===== src/rtl/lzwe_pkg.sv =====
// Shared types and constants of the LZW byte stream encoder.
// No dependencies.
package lzwe_pkg;
  localparam logic [8:0] CODE_CLEAR  = 9'd256;
  localparam logic [8:0] CODE_END    = 9'd257;
  localparam logic [8:0] CODE_FIRST  = 9'd258;
  localparam logic [4:0] START_WIDTH = 5'd9;
  localparam logic [3:0] CFG_RESET   = 4'd12;
  localparam int         CODE_BUS_W  = 16;
  localparam int         EPOCH_W     = 4;
  localparam int         ACC_W       = 24;

  typedef struct packed {
    logic [7:0] data;
    logic       last;
  } lzwe_item_t;

  typedef struct packed {
    logic [CODE_BUS_W-1:0] code;
    logic [4:0]            width;
    logic                  step_final;
    logic                  stream_fin;
  } lzwe_code_t;
endpackage


===== src/rtl/lzwe_if.sv =====
// Request channel interfaces of the LZW encoder: input bytes and packed bytes.
// Depends on nothing.
interface lzwe_in_if;
  logic       valid;
  logic       ready;
  logic [7:0] in_byte;
  logic       last_byte;
  modport source (output valid, in_byte, last_byte, input ready);
  modport sink (input valid, in_byte, last_byte, output ready);
endinterface



===== src/rtl/lzwe_front.sv =====
// Front end: accepts input requests into a two-entry queue.
// Depends on lzwe_pkg and lzwe_if.
module lzwe_front
  import lzwe_pkg::*;
(
  input  logic       clk,
  input  logic       rst_n,
  lzwe_in_if.sink    in_ch,
  output logic       item_vld,
  output lzwe_item_t item,
  input  logic       item_pop
);
  lzwe_item_t q_r [2];
  logic       wp_r, rp_r;
  logic [1:0] cnt_r;
  logic       push;

  assign in_ch.ready = (cnt_r != 2'd2);
  assign push        = in_ch.valid && in_ch.ready;
  assign item_vld    = (cnt_r != 2'd0);
  assign item        = q_r[rp_r];

  always_ff @(posedge clk) begin
    if (push) q_r[wp_r] <= '{data: in_ch.in_byte, last: in_ch.last_byte};
  end

  always_ff @(posedge clk) begin
    if (!rst_n) begin
      wp_r  <= 1'b0;
      rp_r  <= 1'b0;
      cnt_r <= 2'd0;
    end else begin
      if (push) wp_r <= !wp_r;
      if (item_pop && item_vld) rp_r <= !rp_r;
      cnt_r <= cnt_r + 2'(push) - 2'(item_pop && item_vld);
    end
  end
endmodule


===== src/flat_wrapper.sv =====
// flat-port wrapper written by rule: the top's interface ports become plain ports
module lzwe_front_flat import lzwe_pkg::*;
  (clk, rst_n, item_vld, item, item_pop, in_ch_valid, in_ch_in_byte, in_ch_last_byte, in_ch_ready);
  lzwe_in_if in_ch_i ();
  input  logic clk;
  input  logic rst_n;
  output logic item_vld;
  output lzwe_item_t item;
  input  logic item_pop;
  input wire logic [$bits(in_ch_i.valid)-1:0] in_ch_valid;
  input wire logic [$bits(in_ch_i.in_byte)-1:0] in_ch_in_byte;
  input wire logic [$bits(in_ch_i.last_byte)-1:0] in_ch_last_byte;
  output wire logic [$bits(in_ch_i.ready)-1:0] in_ch_ready;
  assign in_ch_i.valid = in_ch_valid;
  assign in_ch_i.in_byte = in_ch_in_byte;
  assign in_ch_i.last_byte = in_ch_last_byte;
  assign in_ch_ready = in_ch_i.ready;
  lzwe_front u_core (.clk(clk), .rst_n(rst_n), .in_ch(in_ch_i), .item_vld(item_vld), .item(item), .item_pop(item_pop));
endmodule

===== config.mk =====
export PLATFORM = sky130hd
export DESIGN_NAME = lzwe_front_flat
export DESIGN_NICKNAME = d
export VERILOG_FILES = /design/src/rtl/lzwe_pkg.sv /design/src/rtl/lzwe_if.sv /design/src/rtl/lzwe_front.sv /design/src/flat_wrapper.sv
export SDC_FILE = /design/constraint.sdc
export NUM_CORES = 1
export LEC_CHECK = 0
export BUFFER_PORTS_ARGS = -buffer_cell sky130_fd_sc_hd__buf_2
export CORE_MARGIN = 5
export CORE_UTILIZATION = 50
export CTS_BUF_LIST = sky130_fd_sc_hd__clkbuf_4 sky130_fd_sc_hd__clkbuf_8
export DETAILED_ROUTE_END_ITERATION = 7
export HOLD_SLACK_MARGIN = 0.08
export PLACE_DENSITY = 0.83
export SLEW_MARGIN = 20
export SYNTH_ARGS = -nofsm -noshare
export SYNTH_HDL_FRONTEND = slang
export SYNTH_SLANG_ARGS = --single-unit

===== constraint.sdc =====
create_clock -name clk -period 2.6 [get_ports clk]
set_input_delay 0.52 -clock clk [delete_from_list [all_inputs] [get_ports clk]]
set_output_delay 0.52 -clock clk [all_outputs]
set_load 0.02 [all_outputs]

=== Word-level counts from Yosys, hierarchy flattened ===
Memories as Yosys holds them, arrays and structs flattened. A register that Yosys moved wholly into a read port is not among the register bits.
Cells that the tools add are included.
Widths: inputs -> output; s select.

* RAM bits: 18
* Flip-flop bits (word level): 4
* Word-level logic and storage cells: 16
* Output and inout bits: 11
* Memories: 1

* Eq/ne operators: 1
* Multiplexer cells: 4
* Add/sub/neg operators: 2
* Reductions and logical operators: 5

{| class="wikitable"
|+ Memory list
! memory !! words !! bits a word !! rd ports !! clocked after Yosys merged registers in !! write ports !! RTL line !! text
|-
| u_core.q_r || 2 || 9 || 1 || 1 || 1 || lzwe_front.sv:13 || <nowiki>lzwe_item_t q_r [2];</nowiki>
|}

{| class="wikitable"
|+ Operators with widths
! kind !! number
|-
| $mux 1 || 4
|-
| $add 2x1->2 || 1
|-
| $logic_and 1x1->1 || 2
|-
| $logic_not 1->1 || 2
|-
| $ne 2x2->1 const B || 1
|-
| $reduce_bool 2->1 || 1
|-
| $sub 2x1->2 || 1
|}

=== Depth between registers and ports, before layout ===
* Depth in word-level cells: 4
* Mapped depth: 7
* Mapped depth without buffers: 7

=== Worst setup path after synthesis ===
OpenSTA, ideal clock, no wires.

* Path kind: reg2reg
* From: reg u_core.cnt_r[0]
* To: mem u_core.q_r[0][0] in the netlist's numbering (enable)
* Clock period less this slack: 1.642 ns
* Cell stages (with the launch flop): 4
* Arrival time: 1.267 ns
* Path slack: 0.958 ns
* Path through: dfxtp_1 nand2b_1 and2_4 nor2b_1

* Cells in the longest elaborated chain, start to end: 4

{| class="wikitable"
|+ RTL lines
! element !! RTL line !! text
|-
| start: declaration || lzwe_front.sv:15 || <nowiki>logic [1:0] cnt_r;</nowiki>
|-
| start signal: assignment || lzwe_front.sv:35 || <nowiki>cnt_r <= cnt_r + 2'(push) - 2'(item_pop && item_vld);</nowiki>
|-
| $ne 2x2->1 || lzwe_front.sv:18 || <nowiki>assign in_ch.ready = (cnt_r != 2'd2);</nowiki>
|-
| named net in_ch_ready || flat_wrapper.sv:13 || <nowiki>output wire logic [$bits(in_ch_i.ready)-1:0] in_ch_ready;</nowiki>
|-
| $logic_and 1x1->1 || lzwe_front.sv:19 || <nowiki>assign push = in_ch.valid && in_ch.ready;</nowiki>
|-
| named net u_core.push || lzwe_front.sv:16 || <nowiki>logic push;</nowiki>
|-
| $mux 1 || lzwe_front.sv:24 || <nowiki>if (push) q_r[wp_r] <= '{data: in_ch.in_byte, last: in_ch.last_byte};</nowiki>
|-
| $mux 1 (not written as such) || lzwe_front.sv:24 ||
|-
| end: declaration || lzwe_front.sv:13 ||
|}

The timed path passes the listed nets, and every way through them passes these cells.

==> flow_summary.yaml <==
outcome:
  status: "complete, no violations"
clock_tree:
  cts_resized: 0
  path_clk_slew_ns: 0.12
  cts_hold_buf: 0
  clockBufferDepth: 2
  root_buffer: "clkbuf_4"
  cts_setup_buffers: 0
  cts_buffers: 3
  insertion_delay_ns: 0.30
  htreeDepth: 1
  cts_tree: "yes"
  cts.sinks: 23
yosys:
  synth_top_area_frac: 0.610
  ys_ff_latch: 23
  yosys.area.top_type: "edfxtp_1"
  synth_fp_nets: 69
  netlist_instances: 54
  synthArstFlopShare: 0
  ys_warn_count: 0
  ys.flop_type: "edfxtp_1"
  seq_area_frac_synth: 0.723
  syn_area_per_cell_um2: 16.4
  ys_top_cells_by_count: "edfxtp_1 (18), mux2_2 (9), dfxtp_1 (5)"
  synth_edf_count: 18
  synthesis.area_um2: 886
  synth_area_leaders: "edfxtp_1 (61%), mux2_2 (11%), dfxtp_1 (11%), ha_1 (2.8%), xnor2_1 (2.0%)"
  ys_types: 19
  yosysMostFrequentCell: "edfxtp_1"
run:
  drv_cap: 0
floorplan:
  chipHeight_um: 52.1
  io_pins: 24
  core-area_um2: 1710
  die-area_um2: 2710
  initial_core_util: 0.519
  fp.dieW_um: 52.1
  rows: 15
sta:
  fin_crit_sh: 0.740
  holdWs_ns: 0.404
  drv_slew: 0
  slew_headroom: 0.719
  timing.final.ws_setup_ns: 0.676
  rsz0062_at_grt: "false"
  hold_viol_final: 0
  period_minus_slack_ns: 1.92
  setup_tns_ns: 0
  tightest_slew_ns: 0.421
  fmax_ghz: 0.520
  finalSetupViolCount: 0
  clock-skew-final_ns: 0.00471
final_layout:
  syn_to_final_growth_pct: 19.9
  multiInputGateArea_um2: 229
  seqCellArea_um2: 641
  antenna_cells: 0
  drive_above_1_share: 0.481
  nets: 97
  fillerInstances: 150
min_path:
  min-delay-start: "in_ch_in_byte[2]"
  whs_path_depth: 1
  min_to: "u_core.q_r[0][3]"
  hp-class: "input port to flop"
pwr:
  vdd_drop_max_uv: 561
  finalPower_mw: 1.01
  p_leak_nw: 0.430
  power_density_nw_per_um2: 951
drt:
  drt-pass1-iter-count: 1
  avgViaCountPerCell: 4.71
  drt_iter0_drc: 0
  drc: 0
  detail_route.wl_per_cell_um: 12.8
  routed_wl_mm: 1.36
  via_count: 499
  final_antenna_net_count: 0
place:
  hpwl_mm: 1.04
  routabilityCongestion: 0.691
  portBuffers: 23
  dp_slack_ns: 0.903
setup_path:
  required_ns: 2.08
  rr_endpoint: "u_core.cnt_r[1]"
  r2r_slack_ns: 1.10
  cp-start-kind: "flop"
  end_kind: "output pin"
  r2r_start: "u_core.cnt_r[0]"
  path_max_fanout: 9
  arrival_ns: 1.40
  rr_worst_depth: 7
  critical_path_class: "flop to output pin"
global_route:
  grt_overflow: 0
  grt_pass1_vias: 541
  grt_start_max_net_pins: 14
  grt_first_pass_wirelength_mm: 2.19
  track_usage: 0.109
  antenna_found_initial: 0
[kinds of logic (layout without fill, tap and decap cells)]
kind of cell,after synthesis,count (layout),share of synthesized area
compound gates,2,2,0.0141
xor+xnor,3,3,0.0297
fa+ha+maj,2,2,0.0282
buf+inv,4,31,0.0184
flops,23,23,0.723
mux,9,9,0.114
simple gates,11,11,0.0721
[worst max-delay path, cell delays in order (launching register included)]
cell	delay, ns
dfxtp_1	0.57
mux2_2	0.38
buf_2	0.16
[metal layers]
metal  track usage  part of all wire  up-vias
li1              -                 -      250
met1         0.118              0.39      234
met2         0.205              0.53       15
met3        0.0229             0.073        0
met4        0.0393                 0        0
met5             0                 0        -
[worst max-delay path by stage]
stage,start,end
2_1_floorplan,u_core.cnt_r[0],u_core.q_r[0][0]
3_3_place_gp,item_pop,u_core.cnt_r[1]
3_5_place_dp,item_pop,u_core.cnt_r[1]
4_1_cts,flop,item[2]
5_1_grt,flop,item[7]
6_report,flop,item[0]
[where the power goes]
group	switching [mW]	leakage [nW]	internal [mW]
Sequential	0.0444	0.209	0.471
Clock	0.0989	0.0177	0.0572
Combinational	0.182	0.203	0.157
[state kept, by name, summed over array words and instances, names as in the netlist, named ones only]
name,count
u_core.cnt_r,2
u_core.q_r,18
u_core.rp_r,1
u_core.wp_r,1
[placed cells by master (no fill, tap or decap)]
cell type / n
and2_1: 1
and2_4: 1
and3_1: 1
buf_2: 23
buf_4: 1
clkbuf_4: 3
clkinv_2: 1
dfxtp_1: 5
edfxtp_1: 18
ha_1: 2
inv_1: 3
mux2_2: 9
nand2_1: 1
nand2b_1: 1
nand4b_1: 1
nor2_1: 3
nor2b_1: 1
o21a_1: 1
o21ai_1: 1
or2_2: 1
xnor2_1: 2
xor2_1: 1
[final cells by class]
cell class / instances / share of cell area
Multi-Input combinational cell: 27 / 0.216
Timing Repair Buffer: 24 / 0.115
Sequential cell: 23 / 0.603
Clock buffer: 3 / 0.0212
Inverter: 3 / 0.0106
Clock inverter: 1 / 0.00471
Tap cell: 25 / 0.0294
[through the flow]
step	utilization	cells	instance area, um^2
2_1_floorplan	-	54	886
3_3_place_gp	0.606	102	1030
3_5_place_dp	0.606	102	1030
4_1_cts	0.622	106	1060
5_1_grt	0.622	106	1060
6_report	0.622	106	1060
No activity file was read; power rests on OpenSTA's default activity.
