<file path="src/rtl/lzwe_pkg.sv">
// Shared types and constants of the LZW byte stream encoder.
// No dependencies.
package lzwe_pkg;
  localparam logic [8:0] CODE_CLEAR  = 9'd256;
  localparam logic [8:0] CODE_END    = 9'd257;
  localparam logic [8:0] CODE_FIRST  = 9'd258;
  localparam logic [4:0] START_WIDTH = 5'd9;
  localparam logic [3:0] CFG_RESET   = 4'd12;
  localparam int         CODE_BUS_W  = 16;
  localparam int         EPOCH_W     = 4;
  localparam int         ACC_W       = 24;

  typedef struct packed {
    logic [7:0] data;
    logic       last;
  } lzwe_item_t;

  typedef struct packed {
    logic [CODE_BUS_W-1:0] code;
    logic [4:0]            width;
    logic                  step_final;
    logic                  stream_fin;
  } lzwe_code_t;
endpackage

</file>
<file path="src/rtl/lzwe_if.sv">


interface lzwe_out_if;
  logic       valid;
  logic       ready;
  logic [7:0] out_byte;
  logic       run_last;
  logic       stream_end;
  modport source (output valid, out_byte, run_last, stream_end, input ready);
  modport sink (input valid, out_byte, run_last, stream_end, output ready);
endinterface

</file>
<file path="src/rtl/lzwe_packer.sv">
// Bit packer: appends codes MSB first and drains whole bytes through an
// output register; pads the tail at stream end. Depends on lzwe_pkg, lzwe_if.
module lzwe_packer
  import lzwe_pkg::*;
(
  input  logic       clk,
  input  logic       rst_n,
  input  logic       code_vld,
  input  lzwe_code_t code_req,
  output logic       code_rdy,
  lzwe_out_if.source out_ch
);
  logic [ACC_W-1:0] acc_r, acc_nxt;
  logic [4:0]       pend_r, pend_nxt;
  logic             busy_r, busy_nxt;
  logic             fin_r, fin_nxt, end_r, end_nxt;
  logic             ov_r, ov_nxt;
  logic [7:0]       ob_r, ob_nxt;
  logic             rl_r, rl_nxt, se_r, se_nxt;
  logic             slot_free;
  logic [4:0]       rem;
  logic [ACC_W-1:0] cmask, shifted;

  assign code_rdy          = !busy_r;
  assign slot_free         = !ov_r || out_ch.ready;
  assign out_ch.valid      = ov_r;
  assign out_ch.out_byte   = ob_r;
  assign out_ch.run_last   = rl_r;
  assign out_ch.stream_end = se_r;
  assign rem               = pend_r - 5'd8;

  always_comb begin
    acc_nxt  = acc_r;
    pend_nxt = pend_r;
    busy_nxt = busy_r;
    fin_nxt  = fin_r;
    end_nxt  = end_r;
    ov_nxt   = ov_r && !out_ch.ready;
    ob_nxt   = ob_r;
    rl_nxt   = rl_r;
    se_nxt   = se_r;
    cmask    = (ACC_W'(1) << code_req.width) - ACC_W'(1);
    shifted  = acc_r >> rem;
    if (!busy_r) begin
      if (code_vld) begin
        acc_nxt  = (acc_r << code_req.width) | (ACC_W'(code_req.code) & cmask);
        pend_nxt = pend_r + code_req.width;
        busy_nxt = 1'b1;
        fin_nxt  = code_req.step_final;
        end_nxt  = code_req.stream_fin;
      end
    end else if (pend_r >= 5'd8) begin
      if (slot_free) begin
        ov_nxt   = 1'b1;
        ob_nxt   = shifted[7:0];
        rl_nxt   = fin_r && (rem < 5'd8) && !(end_r && rem != 5'd0);
        se_nxt   = end_r && rem == 5'd0;
        pend_nxt = rem;
        acc_nxt  = acc_r & ((ACC_W'(1) << rem) - ACC_W'(1));
      end
    end else if (end_r && pend_r != 5'd0) begin
      if (slot_free) begin
        ov_nxt   = 1'b1;
        ob_nxt   = 8'(acc_r << (5'd8 - pend_r));
        rl_nxt   = 1'b1;
        se_nxt   = 1'b1;
        pend_nxt = 5'd0;
        acc_nxt  = '0;
        busy_nxt = 1'b0;
      end
    end else begin
      busy_nxt = 1'b0;
    end
  end

  always_ff @(posedge clk) begin
    acc_r <= acc_nxt;
    ob_r  <= ob_nxt;
    rl_r  <= rl_nxt;
    se_r  <= se_nxt;
    fin_r <= fin_nxt;
    end_r <= end_nxt;
  end

  always_ff @(posedge clk) begin
    if (!rst_n) begin
      pend_r <= '0;
      busy_r <= 1'b0;
      ov_r   <= 1'b0;
    end else begin
      pend_r <= pend_nxt;
      busy_r <= busy_nxt;
      ov_r   <= ov_nxt;
    end
  end

`ifndef NO_ASSERTIONS
  a_idle_pend: assert property (@(posedge clk) disable iff (!rst_n)
    !busy_r |-> pend_r < 5'd8) else $error("packer idle with whole byte pending");
  a_end_empty: assert property (@(posedge clk) disable iff (!rst_n)
    (ov_r && se_r) |-> rl_r) else $error("stream end byte not last of its request");
  a_hold: assert property (@(posedge clk) disable iff (!rst_n)
    (ov_r && !out_ch.ready) |=> (ov_r && $stable(ob_r))) else $error("output byte lost");
`endif
endmodule

</file>
<file path="src/flat_wrapper.sv">
// flat-port wrapper written by rule: the top's interface ports become plain ports
module lzwe_packer_flat import lzwe_pkg::*;
  (clk, rst_n, code_vld, code_req, code_rdy, out_ch_valid, out_ch_out_byte, out_ch_run_last, out_ch_stream_end, out_ch_ready);
  lzwe_out_if out_ch_i ();
  input  logic clk;
  input  logic rst_n;
  input  logic code_vld;
  input  lzwe_code_t code_req;
  output logic code_rdy;
  output wire logic [$bits(out_ch_i.valid)-1:0] out_ch_valid;
  output wire logic [$bits(out_ch_i.out_byte)-1:0] out_ch_out_byte;
  output wire logic [$bits(out_ch_i.run_last)-1:0] out_ch_run_last;
  output wire logic [$bits(out_ch_i.stream_end)-1:0] out_ch_stream_end;
  input wire logic [$bits(out_ch_i.ready)-1:0] out_ch_ready;
  assign out_ch_valid = out_ch_i.valid;
  assign out_ch_out_byte = out_ch_i.out_byte;
  assign out_ch_run_last = out_ch_i.run_last;
  assign out_ch_stream_end = out_ch_i.stream_end;
  assign out_ch_i.ready = out_ch_ready;
  lzwe_packer u_core (.clk(clk), .rst_n(rst_n), .code_vld(code_vld), .code_req(code_req), .code_rdy(code_rdy), .out_ch(out_ch_i));
endmodule
</file>
<file path="config.mk">
export PLATFORM = sky130hd
export DESIGN_NAME = lzwe_packer_flat
export DESIGN_NICKNAME = d
export VERILOG_FILES = /design/src/rtl/lzwe_pkg.sv /design/src/rtl/lzwe_if.sv /design/src/rtl/lzwe_packer.sv /design/src/flat_wrapper.sv
export SDC_FILE = /design/constraint.sdc
export NUM_CORES = 1
export LEC_CHECK = 0
export BUFFER_PORTS_ARGS = -buffer_cell sky130_fd_sc_hd__buf_2
export CORE_MARGIN = 5
export CORE_UTILIZATION = 44
export DETAILED_ROUTE_END_ITERATION = 10
export PLACE_DENSITY_LB_ADDON = 0.1
export SETUP_SLACK_MARGIN = 0.1
export SLEW_MARGIN = 0
export SYNTH_ARGS = -nofsm -noshare
export SYNTH_HDL_FRONTEND = slang
export SYNTH_SLANG_ARGS = --single-unit
</file>
<file path="constraint.sdc">
create_clock -name clk -period 4.14 [get_ports clk]
set_input_delay 0 -clock clk [delete_from_list [all_inputs] [get_ports clk]]
set_output_delay 0 -clock clk [all_outputs]
set_load 0.005 [all_outputs]
</file>
; Word level (Yosys, flattened, before mapping)
; Index checks and enable logic that the tools add are counted.
[classes]
addsub = 5
muxes = 31
n_lt_le_gt_ge = 2
div = 0
mul = 0
n_eq_ne = 2
bitwise = 4
shift = 5
reduce_logical = 19
[ops]
columns = cell, n
row1 = $mux 24, 6
row2 = $shl 1x5->24 const A, 2
row3 = $mux 8, 4
row4 = $mux 5, 6
row5 = $and 16x24->24, 1
row6 = $and 24x24->24, 1
row7 = $or 24x24->24, 1
row8 = $shl 24x5->24, 1
row9 = $shl 24x5->8, 1
row10 = $shr 24x5->8, 1
row11 = $sub 24x1->24 const B, 1
row12 = $sub 24x2->24 const B, 1
row13 = $mux 1, 15
row14 = $reduce_bool 5->1, 2
row15 = $logic_and 1x1->1, 6
row16 = $reduce_and 3->1, 2
row17 = $add 5x5->5, 1
row18 = $ge 5x4->1 const B, 1
row19 = $logic_not 5->1, 1
row20 = $lt 5x4->1 const B, 1
row21 = $sub 4x5->5 const A, 1
row22 = $sub 5x4->5 const B, 1
row23 = $logic_not 1->1, 4
row24 = $reduce_bool 2->1, 2
row25 = 5 further kinds, 5
[word_totals]
regBits = 43
rom_bits = 0
ramBits = 0
word_cells = 77
mem_count = 0
latchBits = 0

; Depth between registers and ports, before layout
[logic_depth]
ltp_word = 7
ltp_mapped = 16

; Worst setup path before layout
; No wires, ideal clock.
[synth_path]
kind = reg-to-reg
start = register u_core.pend_r[0]
end = register u_core.acc_r[22] (enable)
path_stages_with_launch = 12
slack_ns = 0.558
required_ns = 3.842
t_arrival_ns = 3.284
period_less_slack_ns = 3.582
cell_sequence = dfxtp_1 clkbuf_1 inv_1 buf_4 buf_2 ha_1 nand2b_1 o31ai_1 a21oi_1 or2_0 clkbuf_1 o21a_1
[synth_between]
elab_chain_cells = 4
elab_cells_between_ends = 5
cone_classes = 1 x order compare / 1 x eq/ne / 3 x reduce/logical
[synth_lines]
columns = element, line
row1 = from (decl), lzwe_packer.sv:14  ; logic [4:0] pend_r, pend_nxt;
row2 = from (signal assigned), lzwe_packer.sv:91  ; pend_r <= pend_nxt;
row3 = branches (longest 2 deep; another with $ge 5x4->1), n/a
row4 = $ne 3x3->1 (no line) *, n/a
row5 = $reduce_and 3->1 (no line) *, n/a
row6 = to (signal assigned), lzwe_packer.sv:77  ; acc_r <= acc_nxt;
row7 = to (decl), lzwe_packer.sv:13  ; logic [ACC_W-1:0] acc_r, acc_nxt;
; Mark *: on every way between the ends.
; A chain may end at the register's enable or synchronous reset.

; Final worst setup path
[layout_path]
start = register u_core.pend_r[1]
end = register u_core.acc_r[23] (data pin)
[layout_between]
elab_chain_cells = 7
elab_cells_between_ends = 8
cone_classes = 2 x add/sub / 1 x order compare / 1 x shift / 3 x mux / 1 x bitwise
[layout_lines]
columns = element, line
row1 = $sub 5x4->5, lzwe_packer.sv:30  ; assign rem = pend_r - 5'd8;
row2 = $shl 1x5->24, lzwe_packer.sv:59  ; acc_nxt = acc_r & ((ACC_W'(1) << rem) - ACC_W'(1));
row3 = $sub 24x1->24, lzwe_packer.sv:59
row4 = $and 24x24->24, lzwe_packer.sv:59
row5 = $mux 24, lzwe_packer.sv:53  ; if (slot_free) begin
row6 = $mux 24 *, lzwe_packer.sv:52  ; end else if (pend_r >= 5'd8) begin
row7 = $mux 24 *, lzwe_packer.sv:44  ; if (!busy_r) begin
row8 = named net u_core.acc_nxt[23], lzwe_packer.sv:13
; The timed path passes the listed nets; every way through them passes the cells marked *. The select of a mux whose other input is x is not followed.

==> results.md <==
* Netlist cell types at 73
* Global Route met2 Usage at 0.4053
* Die area at 0.01462 mm2
* # IOs at 39
* Crit-path max FO at 35
* GRT met1 Usage at 0.4014
* Largest net degree at the start of global routing at 46
* Final-report max-slew violation count at 0
* Worst path cell trace: buf_4, ha_1, nor3_4, nor2_1, o32ai_1, a2111oi_0, or4_1
* Cell family with most CP delay: simple AND/OR/NAND/NOR gates
* Post-CTS Setup Bufs at 0
* Detailed Routing Iterations Pass 1 at 7
* FMAX at between 0.3 and 0.4 GHz
* Top Usage Layer GRT: met2
* Most frequent cells in the layout: nand2_1 (69), nor2_1 (61), mux2i_1 (60)
* Final min period at 3.130 ns
* Slew HR at 0.4863
* Synth Net Count at between 700 and 800
* Routed WL at 20270 um
* Unrepaired setup endpoints after global routing: false
* Total Nets Final at 725
* Crit end category: register
* GR met3 Demand/Resource at 0.07040
* Diodes inserted at 0
* Leakage at 2.204 nW
* Initial Util at 0.4489
* CP Launch Type: register
* Die Wd at 120.9 um
* Final HPWL from detailed placement at around 15000 um
* First-pass GRT wire length at 30830 um
* CTS Sinks at 43
* Least-Margin Pin Slew at 0.7625 ns
* TNS Setup at 0 ns
* H-tree levels at 2
* Max incr delay on CP at 0.54 ns
* Worst Slack Setup Final at 1.010 ns
* Commonest non-fill, non-tap cell in the layout: nand2_1
* Clock Latency Late Sink at approximately 0.30 ns
* Area Growth Syn to Fin at 8.320%
* Synthesized area at 0.005414 mm2
* CTS tree: done
* Final Hold Viols at 0
* Clk buf depth at 2
* Initial antenna violation count at 0
* Placer Congestion at ~1
* Crit path buf inv count at 1
* Total track usage at 0.2752
* Number of flops mapped to enable cells by yosys at 36
* Vias at ~5700
* Vias in the first global route at roughly 5100
* WP data arrival at approximately 3.2 ns
* Core footprint at 0.01206 mm2
* # rows at 40
* Fin Clk Skew at 0.005441 ns
* DRT iter0 DRCs at 846
* Number of synthesized register bits at 43
* Req. time, crit path at 4.17 ns
* Sequential area share after synthesis at 0.2256
* Final period util at 0.7561
* Max Cap Viol at 0
* Pre-CTS setup slack at about 1.1 ns
* Power per Cell Area at 425.0 mW/mm2
* CTS Buf Count at 5
* Via-to-Cell Ratio at between 6 and 7
* DR WL/cell at between 20 and 25 um
* Critical path type: register to register
* Hold Path Class: input port to register
* CTS root buffer: clkbuf_16
* DRT antenna net count at 0
* Avg Inst Size Synth at 8.021 um2
* I/O Buffers at 38
* Mapped Cells at 675
* Max VDD drop at approximately 0.23 mV
* Post-synth ARST share at 0
* Worst path slowest cell: or4_1
* Share of cells above drive strength 1 at 0.1623
* Grt total ovfl at 0
* Final setup fails at 0
* Top FF cell, synth: edfxtp_1
* Yosys warns at 0
* CTS clock-pin slew for the worst setup and hold paths at approximately 0.060 ns
* Drt drc at 0
* Status: completed
* Die span in y at 120.9 um
==> power breakdown <==
group / switching (W) / total [W] / internal (W)
Sequential: 0.000145 / 0.000725 / 0.000581
Clock: 0.000177 / 0.000435 / 0.000257
Combinational: 0.000821 / 0.00133 / 0.000511
==> worst reg2reg max path, cell delays in order, from the launching register on <==
cell	delay, ns
dfxtp_1	0.31
buf_4	0.28
ha_1	0.51
nor3_4	0.45
nor2_1	0.17
o32ai_1	0.41
a2111oi_0	0.19
or4_1	0.54
==> worst paths after layout <==
kind | cells past startpoint | startpoint | to | slack (ns)
setup / recovery | 7 | u_core.pend_r[1] | u_core.acc_r[23] | 1.01
hold / removal | 3 | rst_n | u_core.pend_r[4] | 0.02
setup reg to reg | 7 | u_core.pend_r[1] | u_core.acc_r[23] | 1.01
hold reg to reg | 2 | u_core.pend_r[4] | u_core.pend_r[4] | 0.52
==> sequential cells by signal, indices dropped and copies added (netlist names) <==
name and flops:
u_core.acc_r 24, u_core.out_ch.out_byte 8, u_core.pend_r 5, u_core.busy_r 1
u_core.end_r 1, u_core.fin_r 1, u_core.out_ch.run_last 1, u_core.out_ch.stream_end 1
u_core.out_ch.valid 1
==> layout make-up <==
class	count	area, um2
clock inverters	1	6.256
inverters	23	86.33
flip-flops and latches	43	1221
clock buffers	7	152.6
repair buffers	59	355.3
multi-input cells	551	3832
fillers	1199	6197
well taps	168	210.2
==> cells in the mapped netlist (4+ instances only) <==
cell type,instances,area [um2]
mux4_2,11,247.7
inv_1,21,78.83
a221oi_1,5,43.79
nor3_1,17,85.08
dfxtp_1,7,140.1
nand3_1,36,180.2
o2111ai_1,4,35.03
buf_2,20,100.1
nor4_1,4,25.02
mux2i_1,60,600.6
nor2_1,61,229.0
o221ai_1,5,43.79
nand2_1,69,259.0
nand2b_1,7,43.79
a21oi_1,39,195.2
a22o_1,7,61.31
o31ai_1,7,52.55
edfxtp_1,36,1081
a22oi_1,9,67.56
o22ai_1,13,81.33
mux2_2,21,236.5
o211ai_1,15,112.6
ha_1,14,175.2
buf_4,4,30.03
nor2b_1,12,75.07
a211oi_1,7,52.55
xnor2_1,9,78.83
a31oi_1,13,81.33
clkbuf_1,28,105.1
o21ai_0,43,215.2
and3_1,4,25.02
==> stage by stage <==
stage	hold slack [ns]	area, um2	utilization	std cells	total power (W)
2_1_floorplan	0.09887	5414	-	675	0.001604
3_3_place_gp	0.1774	5675	0.4705	841	0.002021
3_5_place_dp	0.1812	5675	0.4705	841	0.002017
4_1_cts	0.01790	5864	0.4862	852	0.002460
5_1_grt	0.03456	5864	0.4862	852	0.002623
6_report	0.01840	5864	0.4862	852	0.002493
==> layer usage <==
metal	vias to the layer above	wire length, um
met5	-	0
met4	0	628
met3	58	2296
met2	363	8594
met1	2735	8752
li1	2568	-
==> what timing repair did <==
| action | in CTS | in global routing |
|---|---|---|
| hold buffers | 3 | 0 |
| resized for setup | 0 | 0 |
| endpoints found under the hold margin | 3 | 0 |
==> logic make-up (layout without fill, tap and decap cells) <==
family                   count (synthesis)  in the layout  share of synthesized area
adder cells (fa/ha/maj)                 15             15                    0.03605
multiplexers                            94             94                     0.2045
XOR/XNOR                                11             11                    0.01780
flip-flops                              43             43                     0.2256
AND/OR/NAND/NOR                        228            228                     0.1974
buffers and inverters                   81             90                    0.06656
AO/OA/AOI/OAI                          203            203                     0.2521
(Power assumes the default switching activity.)
